`src/design/euler_angles_to_rotation_matrix_defines.svh`:
```
// ----------------------------------------------------------------------------
// Euler to rotation matrix: assertion macros
// Concurrent assertion helpers. They expand to nothing when SYNTH is set.
// ----------------------------------------------------------------------------
`ifndef EULER_ANGLES_TO_ROTATION_MATRIX_DEFINES_SVH
`define EULER_ANGLES_TO_ROTATION_MATRIX_DEFINES_SVH

`ifndef SYNTH
`define EATR_ASSERT_IMPL(name, clk, rstn, pre, post) \
  name: assert property (@(posedge clk) disable iff (!rstn) (pre) |-> (post)) \
    else $error("eatr: check failed");
`define EATR_ASSERT_NEXT(name, clk, rstn, pre, post) \
  name: assert property (@(posedge clk) disable iff (!rstn) (pre) |=> (post)) \
    else $error("eatr: check failed");
`else
`define EATR_ASSERT_IMPL(name, clk, rstn, pre, post)
`define EATR_ASSERT_NEXT(name, clk, rstn, pre, post)
`endif

`endif

```
`src/design/eatr_pkg.sv`:
```
// ----------------------------------------------------------------------------
// Euler to rotation matrix: package
// Types, constants and arithmetic helpers shared by the block.
// ----------------------------------------------------------------------------
package eatr_pkg;

  localparam int ANG_W         = 18;
  localparam int MAT_W         = 16;
  localparam int OUT_FRAC_BITS = 15;
  localparam int CORDIC_STEPS  = 16;
  localparam int CW            = 34;  // CORDIC datapath width, Q2.30 plus guard
  localparam int PW            = 68;  // product width
  localparam int SW            = 69;  // sum width

  localparam logic signed [18:0] ANG_FULL     = 19'sd92160;
  localparam logic signed [18:0] ANG_HALF     = 19'sd46080;
  localparam logic signed [18:0] ANG_QUARTER  = 19'sd23040;
  localparam logic signed [18:0] ANG_3QUARTER = 19'sd69120;

  localparam logic signed [27:0] DEG_TO_RAD_Q32 = 28'sd74961321;
  localparam logic signed [CW-1:0] CORDIC_GAIN_Q30 = CW'(652032874);

  localparam logic [6:0] RAD_SHIFT = 7'd10;
  localparam logic [6:0] MID_SHIFT = 7'd30;
  localparam logic [6:0] OUT_SHIFT = 7'(60 - OUT_FRAC_BITS);

  localparam logic signed [MAT_W-1:0] MAT_MAX = 16'sd32767;
  localparam logic signed [MAT_W-1:0] MAT_MIN = -16'sd32767;

  typedef logic signed [ANG_W-1:0] ang_t;

  typedef struct packed {
    logic signed [CW-1:0] x;
    logic signed [CW-1:0] y;
    logic signed [CW-1:0] z;
    logic                 cneg;
  } lane_t;

  typedef lane_t [2:0] lanes_t;

  typedef struct packed {
    logic signed [MAT_W-1:0] m00;
    logic signed [MAT_W-1:0] m01;
    logic signed [MAT_W-1:0] m02;
    logic signed [MAT_W-1:0] m10;
    logic signed [MAT_W-1:0] m11;
    logic signed [MAT_W-1:0] m12;
    logic signed [MAT_W-1:0] m20;
    logic signed [MAT_W-1:0] m21;
    logic signed [MAT_W-1:0] m22;
  } mat_t;

  function automatic logic signed [CW-1:0] atan_q30(input logic [4:0] k);
    logic signed [CW-1:0] r;
    unique case (k)
      5'd0:  r = CW'(843314857);
      5'd1:  r = CW'(497837829);
      5'd2:  r = CW'(263043837);
      5'd3:  r = CW'(133525159);
      5'd4:  r = CW'(67021687);
      5'd5:  r = CW'(33543516);
      5'd6:  r = CW'(16775851);
      5'd7:  r = CW'(8388437);
      5'd8:  r = CW'(4194283);
      5'd9:  r = CW'(2097149);
      5'd10: r = CW'(1048576);
      5'd11: r = CW'(524288);
      5'd12: r = CW'(262144);
      5'd13: r = CW'(131072);
      5'd14: r = CW'(65536);
      5'd15: r = CW'(32768);
      5'd16: r = CW'(16384);
      5'd17: r = CW'(8192);
      5'd18: r = CW'(4096);
      5'd19: r = CW'(2048);
      5'd20: r = CW'(1024);
      5'd21: r = CW'(512);
      5'd22: r = CW'(256);
      5'd23: r = CW'(128);
      5'd24: r = CW'(64);
      5'd25: r = CW'(32);
      5'd26: r = CW'(16);
      5'd27: r = CW'(8);
      5'd28: r = CW'(4);
      5'd29: r = CW'(2);
      5'd30: r = CW'(1);
      default: r = '0;
    endcase
    return r;
  endfunction

  // Round half away from zero, then drop s fractional bits.
  function automatic logic signed [SW-1:0] rnd_shift(input logic signed [SW-1:0] v,
                                                      input logic [6:0] s);
    logic [SW-1:0] mag;
    logic [SW-1:0] half;
    mag  = v[SW-1] ? SW'(-v) : SW'(v);
    half = SW'(1) << (s - 7'd1);
    mag  = (mag + half) >> s;
    return v[SW-1] ? -$signed(mag) : $signed(mag);
  endfunction

  function automatic logic signed [MAT_W-1:0] to_out(input logic signed [SW-1:0] v);
    logic signed [SW-1:0] r;
    logic signed [MAT_W-1:0] o;
    r = rnd_shift(v, OUT_SHIFT);
    if (r > SW'(MAT_MAX)) begin
      o = MAT_MAX;
    end else if (r < SW'(MAT_MIN)) begin
      o = MAT_MIN;
    end else begin
      o = r[MAT_W-1:0];
    end
    return o;
  endfunction

endpackage

```
`src/design/eatr_cell.sv`:
```
// ----------------------------------------------------------------------------
// Euler to rotation matrix: CORDIC cell
// One rotation-mode CORDIC iteration for the three angle lanes, with its
// own pipeline register and handshake.
// ----------------------------------------------------------------------------
module eatr_cell (
  input  logic             clk_i,
  input  logic             rst_ni,
  input  logic [4:0]       step_i,
  input  logic             valid_i,
  output logic             ready_o,
  input  eatr_pkg::lanes_t lanes_i,
  output logic             valid_o,
  input  logic             ready_i,
  output eatr_pkg::lanes_t lanes_o
);
  import eatr_pkg::*;

  logic                 valid_q;
  lanes_t               lanes_d, lanes_q;
  logic signed [CW-1:0] dx, dy, at;

  assign ready_o = !valid_q || ready_i;
  assign valid_o = valid_q;
  assign lanes_o = lanes_q;

  always_comb begin
    at = atan_q30(step_i);
    dx = '0;
    dy = '0;
    for (int l = 0; l < 3; l++) begin
      dx = lanes_i[l].y >>> step_i;
      dy = lanes_i[l].x >>> step_i;
      lanes_d[l].cneg = lanes_i[l].cneg;
      // rotate toward zero residual angle
      if (!lanes_i[l].z[CW-1]) begin
        lanes_d[l].x = lanes_i[l].x - dx;
        lanes_d[l].y = lanes_i[l].y + dy;
        lanes_d[l].z = lanes_i[l].z - at;
      end else begin
        lanes_d[l].x = lanes_i[l].x + dx;
        lanes_d[l].y = lanes_i[l].y - dy;
        lanes_d[l].z = lanes_i[l].z + at;
      end
    end
  end

  always_ff @(posedge clk_i or negedge rst_ni) begin
    if (!rst_ni) begin
      valid_q <= 1'b0;
    end else if (ready_o) begin
      valid_q <= valid_i;
    end
  end

  always_ff @(posedge clk_i) begin
    if (ready_o) lanes_q <= lanes_d;
  end

endmodule

```
`config.mk`:
```
export PLATFORM = sky130hd
export DESIGN_NAME = eatr_cell
export DESIGN_NICKNAME = d
export VERILOG_FILES = /design/src/design/euler_angles_to_rotation_matrix_defines.svh /design/src/design/eatr_pkg.sv /design/src/design/eatr_cell.sv
export SDC_FILE = /design/constraint.sdc
export NUM_CORES = 2
export LEC_CHECK = 0
export ABC_CLOCK_PERIOD_IN_PS = 22300
export BUFFER_PORTS_ARGS = -buffer_cell sky130_fd_sc_hd__buf_2
export CORE_ASPECT_RATIO = 0.75
export CORE_MARGIN = 2
export CORE_UTILIZATION = 25
export CTS_CLUSTER_SIZE = 12
export DETAILED_ROUTE_END_ITERATION = 6
export HOLD_SLACK_MARGIN = 0.03
export PLACE_DENSITY_LB_ADDON = 0.08
export SYNTH_ARGS = -nofsm -noshare
export SYNTH_HDL_FRONTEND = slang
export SYNTH_SLANG_ARGS = --single-unit
```
`constraint.sdc`:
```
create_clock -name clk_i -period 22.3 [get_ports clk_i]
set_input_delay 0 -clock clk_i [delete_from_list [all_inputs] [get_ports clk_i]]
set_output_delay 0 -clock clk_i [all_outputs]
set_load 0.01 [all_outputs]
```
== Word-level counts from Yosys, hierarchy flattened ==
Memory sizes are Yosys's and may differ from the RTL's.
Index checks and enable logic that the tools add are counted.
Word-level totals
  output and inout port bits: 311
  flip-flop bits (word level): 310
  ROM bits: 960
  memories: 1
  memory bits (writable): 0
  bits in latches: 0
Memories
  (name not given): depth 32, bits a word 30, rd ports 1, clocked after Yosys merged registers in 0, wr ports 0, RTL line eatr_pkg.sv:55  | unique case (k)
Operators by class
  $mul: 0
  bitwise logic cells: 0
  divide/modulo/power cells: 0
  magnitude comparators: 0
  add/sub/neg operators: 18
  equal/unequal tests: 0
  shift operators: 6
  reductions and logical operators: 2
  muxes and demuxes: 3
Operator list (count)
  $add A34 B34 Y34: 9
  $mux W102: 3
  $sub A34 B34 Y34: 9
  $sshr A34 B5 Y34: 6
  $logic_not A1 Y1: 1
  $logic_or A1 B1 Y1: 1

== Logic depth before layout (Yosys ltp) ==
  word-level depth: 3
  gate-level depth with buffers: 33

== Worst setup path after synthesis ==
No wires, ideal clock.
  kind: register to register
  start: register valid_q, in the netlist valid_o
  end: register lanes_q (netlist bit lanes_o[0]), enable pin
  period minus slack after synthesis: 8227 ps
  arrival: 7494 ps
  setup time: 733 ps
  cell stages (with the launch flop): 2
  slack: 14073 ps
  buffers on the path: 0
  cell sequence: dfrtp_1 -> nand2b_1
Between the ends
  word-level cells in the longest chain between the ends: 2
RTL lines
  start, declared: RTL line eatr_cell.sv:19  | logic valid_q;
  start signal, assigned: RTL line eatr_cell.sv:52  | valid_q <= valid_i;
  $logic_not A1 Y1: RTL line eatr_cell.sv:23  | assign ready_o = !valid_q || ready_i;
  $logic_or A1 B1 Y1: RTL line eatr_cell.sv:23
  named net ready_o: RTL line eatr_cell.sv:11  | output logic ready_o,
  end signal, assigned: RTL line eatr_cell.sv:57  | if (ready_o) lanes_q <= lanes_d;
  end, declared: RTL line eatr_cell.sv:20  | lanes_t lanes_d, lanes_q;
The timed path passes the listed nets, and every way through them passes these cells.
A chain may end at the register's enable or synchronous reset.

==> results.toml <==
[job]
cap_viol_max_count = 0

[synthesis]
ys_types = 102
yosys_warnings = 0
synth-async-reset-ratio_pct = 0.3226
synthCells = 4741
avgSynthCellArea_um2 = 9.282
synth.yosys.seq_area_share_pct = 21.14
yosys_most_used_dff = "edfxtp_1"
synth_top_area_share_pct = 21.09
synth_seq_cells = 310
synth.area.top_cells = "edfxtp_1 (21%), mux4_2 (14%), ha_1 (8.9%)"
synth_edf_count = 309
netlist_area_um2 = 44010
syn_nets = 5380
synth_largest_area_cell = "edfxtp_1"

[routing]
final_antenna_net_count = 0
viasPerCell = 5.429
routed_wl_um = 208300
drt_iter0_drc = 3997
drc = 0
vias = 42590
wl_per_cell_um = 26.56
drt_first_pass_iters = 6

[layout]
drive_gt1_share_pct = 22.03
synthToLayoutAreaGrowth_pct = 20.40
n_fill_cell = 18675
final_area_um2 = 52980
final_nets = 6082
fin_cells = 7845

[timing]
fin_ws_ns = 14.34
fin_skew_ns = 0.02307
fmax_mhz = 125.6
fin_crit_ns = 7.962
finalSetupViolCount = 0
drv_slew = 0
hold_viol_final = 0
finalCritPeriodShare_pct = 35.70
timing_worst_slew_pin_value_ns = 1.319
maxSlewHeadroom_pct = 12.08
fin_setup_tns_ns = 0
rsz0062_at_grt = "no"

[status]
status = "finished clean"

[floorplanning]
initial_utilization_pct = 25.14
core_area_um2 = 175100
die_y_um = 367.3
die-area_um2 = 179400
pin_count = 629
die_w_um = 488.5
rows = 133

[worst_setup_path]
crit_required_ns = 22.69
crit_chain = "buf_8 -> buf_4 -> buf_4 -> mux4_2 -> mux2i_1 -> o22ai_1 -> a211oi_1 -> ha_1 -> nand4_1 -> nor3_1 -> and2_1 -> a21oi_1 -> xnor2_1 -> ha_1 -> nand4_1 -> nor2_1 -> nand3_1 -> a21oi_1 -> o21ai_0 -> a211oi_1 -> o31ai_1 -> nor2b_1 -> xnor2_1 -> dlygate4sd3_1"
rr_endpoint = "lanes_o[56]"
start_kind = "input pin"
slowest_delay_ns = 0.79
crit_fanout = 85
cp-end-kind = "register"
cp_slowest_cell = "buf_4"
reg2reg_slack_ns = 19.34
path_class = "in -> reg"
arrival_ns = 8.36
r2r-start = "valid_o"
r2r_cells = 3

[placed_design]
gp_congestion = 0.8828
post-place-ws_ns = 14.02
hpwlAfterDp_um = 163400
place_area_um2 = 49250
place_inst = 7524
io_buffers = 628

[clocking]
post_cts_buffers = 0
cts.sinks = 310
cts.clk_slew.worst_paths_ns = 0.06
cts-root-buf = "clkbuf_16"
cts_buffer_depth = 3
htree_levels = 2
numCtsBuffers = 41
cts_tree = "yes"
clock_latency_ns = 0.64

[grt]
grt.total_usage_pct = 22.31
grt_pass1_wl_um = 298500
overflow = 0
grt_pass1_vias = 41130
antenna_found_initial = 20
grt_max_degree = 106

[hold_path]
hold_end = "lanes_o[145]"
hold_class = "in -> reg"
min_path_cells = 3
min_from = "lanes_i[145]"

[power_and_ir_drop]
power.leakage_nw = 21.36
powerDensity_nw_per_um2 = 70.17
peakVddDrop_uv = 55.39
## Yosys cell counts, drive strengths merged (11+ instances only)
cell type  number
a211o          19
a211oi         63
a21boi         13
a21o          127
a21oi         406
a22oi          31
a31o           13
a31oi          86
a41oi          18
and2           48
and3           33
and4           13
buf           152
clkbuf        105
edfxtp        309
ha            312
inv           124
mux2          103
mux2i         188
mux4          278
nand2         347
nand2b         69
nand3          83
nand4          19
nor2          414
nor2b          49
nor3           79
nor4           27
o211ai         45
o21a           62
o21ai         252
o21bai         39
o221ai         14
o22ai          48
o31a           11
o31ai          17
or2            25
or3            22
xnor2         297
xor2          205
## registers in the layout (all words and copies together) (netlist names)
name,cells
lanes_o,309
valid_o,1
## per-stage QoR
stage	hold WS (ns)	utilization [%]	total power, mW
3_5_place_dp	-0.2229	28.13	2.957
2_1_floorplan	-0.2956	-	2.266
6_report	0.06707	30.27	3.718
5_1_grt	0.06026	30.26	3.974
3_3_place_gp	-0.2242	28.13	2.980
4_1_cts	0.03157	30.25	3.758
## final cells by class
cell class              instances  area [um^2]  area share, %
diodes                          8        20.02        0.03778
flip-flops and latches        310         9304          17.56
well taps                    2362         2955          5.578
repair buffers                916         5963          11.25
multi-input cells            4050        32930          62.16
inverters                     124        475.5         0.8973
clock inverters                21        247.7         0.4676
clock buffers                  54         1085          2.047
## cells by family (layout without fill, tap and decap cells)
kind of cell	count (synthesis)	in the layout	synth area share (%)
AOI/OAI and AO/OA	1384	1384	20.29
xor gates and xnor gates	502	502	9.991
adders and majority gates	321	321	9.280
buffers and inverters	381	1115	4.131
DFF	310	310	21.14
muxes	569	569	21.14
other	0	8	0
and+or+nand+nor	1274	1274	14.03
## power by group
group          total (mW)  switching, mW  internal [mW]
clock network       0.685          0.304          0.381
registers           0.971         0.0611          0.910
logic                2.06           1.22          0.844
## layout by cell type, fill, tap and decap left out, drive strengths merged, types with 31 or more instances in the layout
master / count
a211oi: 63
a21o: 127
a21oi: 406
a22oi: 31
a31oi: 86
and2: 48
and3: 33
buf: 678
clkbuf: 54
dlygate4sd3: 238
edfxtp: 309
ha: 312
inv: 125
mux2: 103
mux2i: 188
mux4: 278
nand2: 347
nand2b: 69
nand3: 83
nor2: 414
nor2b: 49
nor3: 79
o211ai: 45
o21a: 62
o21ai: 252
o21bai: 39
o22ai: 48
xnor2: 297
xor2: 205
## worst max-delay path by stage
stage                   start            to  slack (ns)  depth (start not counted)
detailed placement  step_i[4]  lanes_o[137]       14.02                         26
global route        step_i[0]  lanes_o[272]       13.57                         24
CTS                 step_i[0]  lanes_o[272]       14.30                         24
floorplan             valid_o    lanes_o[0]       14.07                          1
finish              step_i[0]  lanes_o[272]       14.34                         24
global placement    step_i[4]  lanes_o[137]       14.01                         26
## per-layer routing
metal  wire [um]  vias up  track usage, %
li1            -    19621               -
met2       89680     1717           33.55
met3       15680      197           4.134
met5          58        -               0
met1       99490    21045           33.25
met4        3429       10           3.662
## worst max-delay path, delay by kind of cell
kind,cells,cell delay (ns)
compound gates,7,2.05
xor+xnor,2,0.30
fa+ha+maj,2,0.75
buf+inv,4,2.56
mux,2,0.91
simple gates,7,1.66
## what timing repair did
action                                 4_1_cts  5_1_grt
hold buffers                               238        0
endpoints found under the hold margin      200        0
resized for setup                            0        0
Note: power is estimated with default switching activity, not from simulation.
