File: config.mk
export PLATFORM = sky130hd
export DESIGN_NAME = eatr_prep
export DESIGN_NICKNAME = d
export VERILOG_FILES = /design/src/design/euler_angles_to_rotation_matrix_defines.svh /design/src/design/eatr_pkg.sv /design/src/design/eatr_prep.sv
export SDC_FILE = /design/constraint.sdc
export NUM_CORES = 2
export LEC_CHECK = 0
export BUFFER_PORTS_ARGS = -buffer_cell sky130_fd_sc_hd__buf_2
export CAP_MARGIN = 20
export CORE_UTILIZATION = 41
export CTS_BUF_LIST = sky130_fd_sc_hd__clkbuf_8
export DETAILED_ROUTE_END_ITERATION = 8
export PLACE_DENSITY_LB_ADDON = 0.05
export SYNTH_ARGS = -nofsm -noshare
export SYNTH_HDL_FRONTEND = slang
export SYNTH_SLANG_ARGS = --single-unit
File: constraint.sdc
create_clock -name clk_i -period 19.92 [get_ports clk_i]
set_clock_uncertainty 0.05 [all_clocks]
set_input_delay 0.996 -clock clk_i [delete_from_list [all_inputs] [get_ports clk_i]]
set_output_delay 0.996 -clock clk_i [all_outputs]
set_load 0.05 [all_outputs]
File: src/design/euler_angles_to_rotation_matrix_defines.svh
// ----------------------------------------------------------------------------
// Euler to rotation matrix: assertion macros
// Concurrent assertion helpers. They expand to nothing when SYNTH is set.
// ----------------------------------------------------------------------------
`ifndef EULER_ANGLES_TO_ROTATION_MATRIX_DEFINES_SVH
`define EULER_ANGLES_TO_ROTATION_MATRIX_DEFINES_SVH

`ifndef SYNTH
`define EATR_ASSERT_IMPL(name, clk, rstn, pre, post) \
  name: assert property (@(posedge clk) disable iff (!rstn) (pre) |-> (post)) \
    else $error("eatr: check failed");
`define EATR_ASSERT_NEXT(name, clk, rstn, pre, post) \
  name: assert property (@(posedge clk) disable iff (!rstn) (pre) |=> (post)) \
    else $error("eatr: check failed");
`else
`define EATR_ASSERT_IMPL(name, clk, rstn, pre, post)
`define EATR_ASSERT_NEXT(name, clk, rstn, pre, post)
`endif

`endif

File: src/design/eatr_pkg.sv
// ----------------------------------------------------------------------------
// Euler to rotation matrix: package
// Types, constants and arithmetic helpers shared by the block.
// ----------------------------------------------------------------------------
package eatr_pkg;

  localparam int ANG_W         = 18;
  localparam int MAT_W         = 16;
  localparam int OUT_FRAC_BITS = 15;
  localparam int CORDIC_STEPS  = 16;
  localparam int CW            = 34;  // CORDIC datapath width, Q2.30 plus guard
  localparam int PW            = 68;  // product width
  localparam int SW            = 69;  // sum width

  localparam logic signed [18:0] ANG_FULL     = 19'sd92160;
  localparam logic signed [18:0] ANG_HALF     = 19'sd46080;
  localparam logic signed [18:0] ANG_QUARTER  = 19'sd23040;
  localparam logic signed [18:0] ANG_3QUARTER = 19'sd69120;

  localparam logic signed [27:0] DEG_TO_RAD_Q32 = 28'sd74961321;
  localparam logic signed [CW-1:0] CORDIC_GAIN_Q30 = CW'(652032874);

  localparam logic [6:0] RAD_SHIFT = 7'd10;
  localparam logic [6:0] MID_SHIFT = 7'd30;
  localparam logic [6:0] OUT_SHIFT = 7'(60 - OUT_FRAC_BITS);

  localparam logic signed [MAT_W-1:0] MAT_MAX = 16'sd32767;
  localparam logic signed [MAT_W-1:0] MAT_MIN = -16'sd32767;

  typedef logic signed [ANG_W-1:0] ang_t;

  typedef struct packed {
    logic signed [CW-1:0] x;
    logic signed [CW-1:0] y;
    logic signed [CW-1:0] z;
    logic                 cneg;
  } lane_t;

  typedef lane_t [2:0] lanes_t;

  typedef struct packed {
    logic signed [MAT_W-1:0] m00;
    logic signed [MAT_W-1:0] m01;
    logic signed [MAT_W-1:0] m02;
    logic signed [MAT_W-1:0] m10;
    logic signed [MAT_W-1:0] m11;
    logic signed [MAT_W-1:0] m12;
    logic signed [MAT_W-1:0] m20;
    logic signed [MAT_W-1:0] m21;
    logic signed [MAT_W-1:0] m22;
  } mat_t;

  function automatic logic signed [CW-1:0] atan_q30(input logic [4:0] k);
    logic signed [CW-1:0] r;
    unique case (k)
      5'd0:  r = CW'(843314857);
      5'd1:  r = CW'(497837829);
      5'd2:  r = CW'(263043837);
      5'd3:  r = CW'(133525159);
      5'd4:  r = CW'(67021687);
      5'd5:  r = CW'(33543516);
      5'd6:  r = CW'(16775851);
      5'd7:  r = CW'(8388437);
      5'd8:  r = CW'(4194283);
      5'd9:  r = CW'(2097149);
      5'd10: r = CW'(1048576);
      5'd11: r = CW'(524288);
      5'd12: r = CW'(262144);
      5'd13: r = CW'(131072);
      5'd14: r = CW'(65536);
      5'd15: r = CW'(32768);
      5'd16: r = CW'(16384);
      5'd17: r = CW'(8192);
      5'd18: r = CW'(4096);
      5'd19: r = CW'(2048);
      5'd20: r = CW'(1024);
      5'd21: r = CW'(512);
      5'd22: r = CW'(256);
      5'd23: r = CW'(128);
      5'd24: r = CW'(64);
      5'd25: r = CW'(32);
      5'd26: r = CW'(16);
      5'd27: r = CW'(8);
      5'd28: r = CW'(4);
      5'd29: r = CW'(2);
      5'd30: r = CW'(1);
      default: r = '0;
    endcase
    return r;
  endfunction

  // Round half away from zero, then drop s fractional bits.
  function automatic logic signed [SW-1:0] rnd_shift(input logic signed [SW-1:0] v,
                                                      input logic [6:0] s);
    logic [SW-1:0] mag;
    logic [SW-1:0] half;
    mag  = v[SW-1] ? SW'(-v) : SW'(v);
    half = SW'(1) << (s - 7'd1);
    mag  = (mag + half) >> s;
    return v[SW-1] ? -$signed(mag) : $signed(mag);
  endfunction

  function automatic logic signed [MAT_W-1:0] to_out(input logic signed [SW-1:0] v);
    logic signed [SW-1:0] r;
    logic signed [MAT_W-1:0] o;
    r = rnd_shift(v, OUT_SHIFT);
    if (r > SW'(MAT_MAX)) begin
      o = MAT_MAX;
    end else if (r < SW'(MAT_MIN)) begin
      o = MAT_MIN;
    end else begin
      o = r[MAT_W-1:0];
    end
    return o;
  endfunction

endpackage

File: src/design/eatr_prep.sv
// ----------------------------------------------------------------------------
// Euler to rotation matrix: angle preparation
// Reduces each angle modulo 360 degrees, folds it into +-90 degrees and
// converts it to Q2.30 radians, seeding one CORDIC lane per angle.
// ----------------------------------------------------------------------------
module eatr_prep (
  input  logic                clk_i,
  input  logic                rst_ni,
  input  logic                valid_i,
  output logic                ready_o,
  input  eatr_pkg::ang_t [2:0] ang_i,
  output logic                valid_o,
  input  logic                ready_i,
  output eatr_pkg::lanes_t    lanes_o
);
  import eatr_pkg::*;

  logic                v0_q, v1_q, v2_q;
  logic                r0, r1, r2;
  logic signed [15:0]  t_d [3];
  logic                cn_d [3];
  logic signed [15:0]  t_q [3];
  logic                cn0_q [3];
  logic signed [43:0]  p_q [3];
  logic                cn1_q [3];
  lanes_t              lanes_q;
  logic signed [18:0]  a [3];

  assign r2      = !v2_q || ready_i;
  assign r1      = !v1_q || r2;
  assign r0      = !v0_q || r1;
  assign ready_o = r0;
  assign valid_o = v2_q;
  assign lanes_o = lanes_q;

  always_comb begin
    for (int l = 0; l < 3; l++) begin
      a[l] = {ang_i[l][ANG_W-1], ang_i[l]};
      if (a[l] < 0) a[l] = a[l] + ANG_FULL;
      if (a[l] < 0) a[l] = a[l] + ANG_FULL;
      if (a[l] >= ANG_FULL) a[l] = a[l] - ANG_FULL;
      cn_d[l] = 1'b0;
      if (a[l] <= ANG_QUARTER) begin
        t_d[l] = a[l][15:0];
      end else if (a[l] < ANG_3QUARTER) begin
        t_d[l]  = 16'(ANG_HALF - a[l]);
        cn_d[l] = 1'b1;
      end else begin
        t_d[l] = 16'(a[l] - ANG_FULL);
      end
    end
  end

  always_ff @(posedge clk_i or negedge rst_ni) begin
    if (!rst_ni) begin
      v0_q <= 1'b0;
      v1_q <= 1'b0;
      v2_q <= 1'b0;
    end else begin
      if (r0) v0_q <= valid_i;
      if (r1) v1_q <= v0_q;
      if (r2) v2_q <= v1_q;
    end
  end

  always_ff @(posedge clk_i) begin
    for (int l = 0; l < 3; l++) begin
      if (r0) begin
        t_q[l]   <= t_d[l];
        cn0_q[l] <= cn_d[l];
      end
      if (r1) begin
        p_q[l]   <= 44'(t_q[l]) * 44'(DEG_TO_RAD_Q32);
        cn1_q[l] <= cn0_q[l];
      end
      if (r2) begin
        lanes_q[l].x    <= CORDIC_GAIN_Q30;
        lanes_q[l].y    <= '0;
        lanes_q[l].z    <= CW'(rnd_shift(SW'(p_q[l]), RAD_SHIFT));
        lanes_q[l].cneg <= cn1_q[l];
      end
    end
  end

endmodule

## After elaboration in Yosys (flattened, before gate mapping)

Memory sizes are Yosys's and may differ from the RTL's. A register that Yosys moved wholly into a read port is not among the register bits.
Cells that the tools add are included.
Widths: inputs -> output; s select.

| operators by class | value |
|---|---|
| add/sub/neg operators | 24 |
| multiply operators | 3 |
| div/mod/pow operators | 0 |
| order comparisons | 15 |
| equality and inequality tests | 0 |
| shifts and indexed selects | 0 |
| mux-type cells | 31 |
| bitwise operators | 0 |
| reductions and logical operators | 6 |

Operators with widths:

| kind | number |
|---|---|
| $mux 19 | 9 |
| $add 44x10->44 const B | 3 |
| $mul 16x28->44 const B | 3 |
| $mux 44 | 3 |
| $neg 44->44 | 3 |
| $mux 34 | 3 |
| $neg 34->34 | 3 |
| $mux 16 | 6 |
| $add 18x18->19 const B | 3 |
| $add 19x18->19 const B | 3 |
| $ge 19x18->1 const B | 3 |
| $le 19x16->1 const B | 3 |
| $lt 19x1->1 const B | 3 |
| $lt 19x18->1 const B | 3 |
| $sub 19x18->19 const B | 3 |
| $lt 18x1->1 const B | 3 |
| $sub 16x16->16 const A | 3 |
| $sub 16x16->16 const B | 3 |
| $mux 1 | 10 |
| $logic_not 1->1 | 3 |
| $logic_or 1x1->1 | 3 |

| storage, ports and cells | value |
|---|---|
| register bits | 105 |
| latch bits | 0 |
| memory bits (writable) | 186 |
| memory bits (read-only) | 0 |
| input port bits | 58 |
| output and inout port bits | 311 |
| word-level logic and storage cells | 89 |
| memories kept | 4 |

Memories:

| memory | words | bits a word | rd ports | clocked after Yosys merged registers in | write ports | line | source |
|---|---|---|---|---|---|---|---|
| p_q | 3 | 44 | 3 | 0 | 3 | eatr_prep.sv:24 | `logic signed [43:0] p_q [3];` |
| t_q | 3 | 16 | 3 | 0 | 3 | eatr_prep.sv:22 | `logic signed [15:0] t_q [3];` |
| cn0_q | 3 | 1 | 3 | 0 | 3 | eatr_prep.sv:23 | `logic cn0_q [3];` |
| cn1_q | 3 | 1 | 3 | 3 | 3 | eatr_prep.sv:25 | `logic cn1_q [3];` |

## Longest topological paths before layout

| depth | value |
|---|---|
| depth after elaboration | 9 |
| gate-level depth with buffers | 25 |
| gate-level depth less buffers | 25 |

## Worst setup path before layout

No wires, ideal clock.

| timing path | value |
|---|---|
| path kind | reg-to-reg |
| from | memory t_q[1][15] (netlist: t_q[0][31]) |
| to | memory p_q[1][42] (netlist: p_q[0][86]), data pin |
| library setup time | 0.265 ns |
| data arrival time | 6.381 ns |
| data required time | 19.605 ns |
| slack | 13.224 ns |
| stages on the path, launching flop included | 21 |
| path buffers | 0 |
| clock period less this slack | 6.696 ns |
| path through | edfxtp_1 ha_1 fa_1 inv_1 fa_1 fa_1 fa_1 fa_1 inv_1 ha_1 a21o_1 a21o_1 a221o_1 o41a_1 nor4_1 o311a_1 o21ba_2 a21oi_1 a221oi_1 o21ai_0 xor2_1 |

RTL lines:

| what | line |
|---|---|
| start, declared | eatr_prep.sv:22 |
| end, declared | eatr_prep.sv:24 |

==> results.json <==
{
  "status": "finished, final reports clean",
  "nets": 5988,
  "grt_pass1_vias": 32850,
  "critPathCaptureType": "register",
  "grt_pass1_wl_um": 185800,
  "initial_core_util": 0.4140,
  "htreeDepth": 3,
  "drc": 0,
  "syn_area_per_cell_um2": 9.355,
  "tritoncts": "yes",
  "cts_max_path_buffers": 3,
  "path_clk_slew_ns": 0.05,
  "ys_types": 99,
  "fp.dieW_um": 333.5,
  "setup_viol": 0,
  "syn_inst": 4817,
  "synth_area_um2": 45060,
  "core_um2": 108900,
  "ant_nets": 0,
  "arrival_ns": 7.70,
  "grt_antenna_before_repair": 20,
  "synth-seq-cells": 294,
  "cts_buffers": 67,
  "grt_overflow_total": 0,
  "vias_per_cell": 5.219,
  "stdcell_area_um2": 47890,
  "layout-drive-gt1-share": 0.07637,
  "async_flop_share": 0.01020,
  "finalWirelength_um": 117800,
  "yosys.area.top_type": "edfxtp_1",
  "yosys_warnings": 0,
  "clock_latency_ns": 0.71,
  "final.period_utilization": 0.3673,
  "fill_cells": 10810,
  "synth_edf_count": 291,
  "critical_path_required_ns": 20.31,
  "place_area_um2": 46650,
  "max_freq_ghz": 0.1367,
  "drv_slew": 0,
  "critPathLaunchType": "register",
  "hold_path_class": "reg -> reg",
  "rsz0062_at_grt": "no",
  "root_buffer": "clkbuf_8",
  "synth_top_cell_area_share": 0.1939,
  "maxCapViolCount": 0,
  "synth_area_leaders": "edfxtp_1, fa_1, ha_1",
  "dp_hpwl_um": 97270,
  "vias": 33510,
  "numPortBuffers": 164,
  "gp_congestion": 0.8679,
  "grt_use_total": 0.2108,
  "die_area_um2": 111200,
  "cts_sinks": 294,
  "rows": 121,
  "slew_headroom": 0.2968,
  "cp_max_fo": 9,
  "fin_setup_tns_ns": 0,
  "ys.flop_type": "edfxtp_1",
  "path_class": "reg -> reg",
  "worstMarginPinSlew_ns": 1.045,
  "grt_max_degree": 136,
  "min_period_ns": 7.316,
  "wl_per_cell_um": 18.35,
  "die_y_um": 333.5,
  "ioPinCount": 369,
  "hold-worst-slack_ns": 0.3704,
  "synth-seq-area-share": 0.1956,
  "synthToLayoutAreaGrowth_pct": 6.269,
  "first_pass_iters": 5,
  "hold_viol": 0,
  "drtIter0Drc": 1803
}
[metrics by stage]
step           utilization  setup WS [ns]  cells
6_report            0.4399          12.60   6420
5_1_grt             0.4399          12.25   6419
4_1_cts             0.4398          12.54   6415
3_5_place_dp        0.4286          12.58   6297
3_3_place_gp        0.4285          12.64   6296
2_1_floorplan            -          13.22   5019
[state kept, by name, summed over array words and instances, names as in the netlist]
name,count
v1_q,1
p_q,132
t_q,48
cn0_q,3
v0_q,1
valid_o,1
lanes_o,105
cn1_q,3
[cell families (layout without fill, tap and decap cells)]
kind of cell               count (synthesis)  count (layout)  synth area share
and+or+nand+nor                         1138            1138            0.1320
buffers and inverters                   1087            1070            0.1082
adders and majority gates                977             977            0.3412
AOI/OAI and AO/OA                        848             848            0.1280
xor gates and xnor gates                 423             423           0.08343
DFF                                      294             294            0.1956
muxes                                     48              48           0.01144
other                                      2             208         0.0001667
[area by class of cell]
cell class	instances	area (um2)	area share
Tap cell	1414	1769	0.03694
Sequential cell	294	8813	0.1840
Multi-Input combinational cell	3638	32150	0.6713
Antenna cell	4	10.01	0.0002090
Clock inverter	49	277.8	0.005800
Inverter	752	2823	0.05894
Timing Repair Buffer	201	1111	0.02320
Clock buffer	68	935.9	0.01954
[critical path: stages (launching register included)]
cell       delay [ns]
edfxtp_1         0.57
fa_1             0.64
fa_1             0.57
inv_1            0.05
fa_1             0.50
inv_1            0.06
fa_1             0.48
inv_1            0.06
fa_1             0.50
fa_1             0.54
inv_1            0.04
ha_1             0.37
a21oi_1          0.34
o2111ai_1        0.17
a31oi_1          0.30
a211oi_1         0.14
o21ba_2          0.27
nor3_1           0.31
o31ai_1          0.16
or4_1            0.44
a31o_2           0.25
a21oi_1          0.16
xnor2_1          0.08
[timing repair]
action	4_1_cts	5_1_grt
resized for setup	0	0
buffers inserted	0	0
hold buffers	1	0
endpoints found under the hold margin	3	0
[synth_stat cells (all sizes together) (37+ instances only)]
cell type and number:
inv 751, ha 556, fa 420, edfxtp 291, xnor2 286, nand2 244, nor2 225, buf 220
o21ai 168, a21oi 160, xor2 133, clkbuf 115, nor3 98, nand3 83, a21o 69, or3 67
nor4 58, nand4 56, o31ai 52, a31oi 51, nand2b 50, and3 46, or2 45, or4 37
[final timing paths]
kind,start,to,slack (ns),depth (start not counted)
worst max-delay path,t_q[0][5],p_q[0][42],12.60,22
worst max register to register,t_q[0][5],p_q[0][42],12.60,22
worst min register to register,cn0_q[0][0],cn1_q[0][0],0.37,0
min in group asynchronous,rst_ni,valid_o,0.59,2
max in group asynchronous,rst_ni,v1_q,19.11,2
worst min-delay path,cn0_q[0][0],cn1_q[0][0],0.37,0
[routing by layer]
| layer | up-vias | wire length [um] | track usage |
|---|---|---|---|
| met4 | 14 | 2245 | 0.05236 |
| met2 | 706 | 52870 | 0.3328 |
| met5 | - | 98 | 0 |
| met1 | 16120 | 57210 | 0.3029 |
| li1 | 16520 | - | - |
| met3 | 141 | 5374 | 0.02826 |
[placed cells by master, fill, tap and decap left out, drive strengths merged, types with 98 or more instances in the layout]
cell type	n
fa	420
conb	204
nor3	98
xnor2	286
o21ai	168
inv	774
a21oi	160
xor2	133
nor2	225
nand2	244
ha	556
buf	199
edfxtp	291
Power is left out: the tool's default activity adds up to more than one toggle a clock period on the data nets, which glitch-free logic cannot reach.
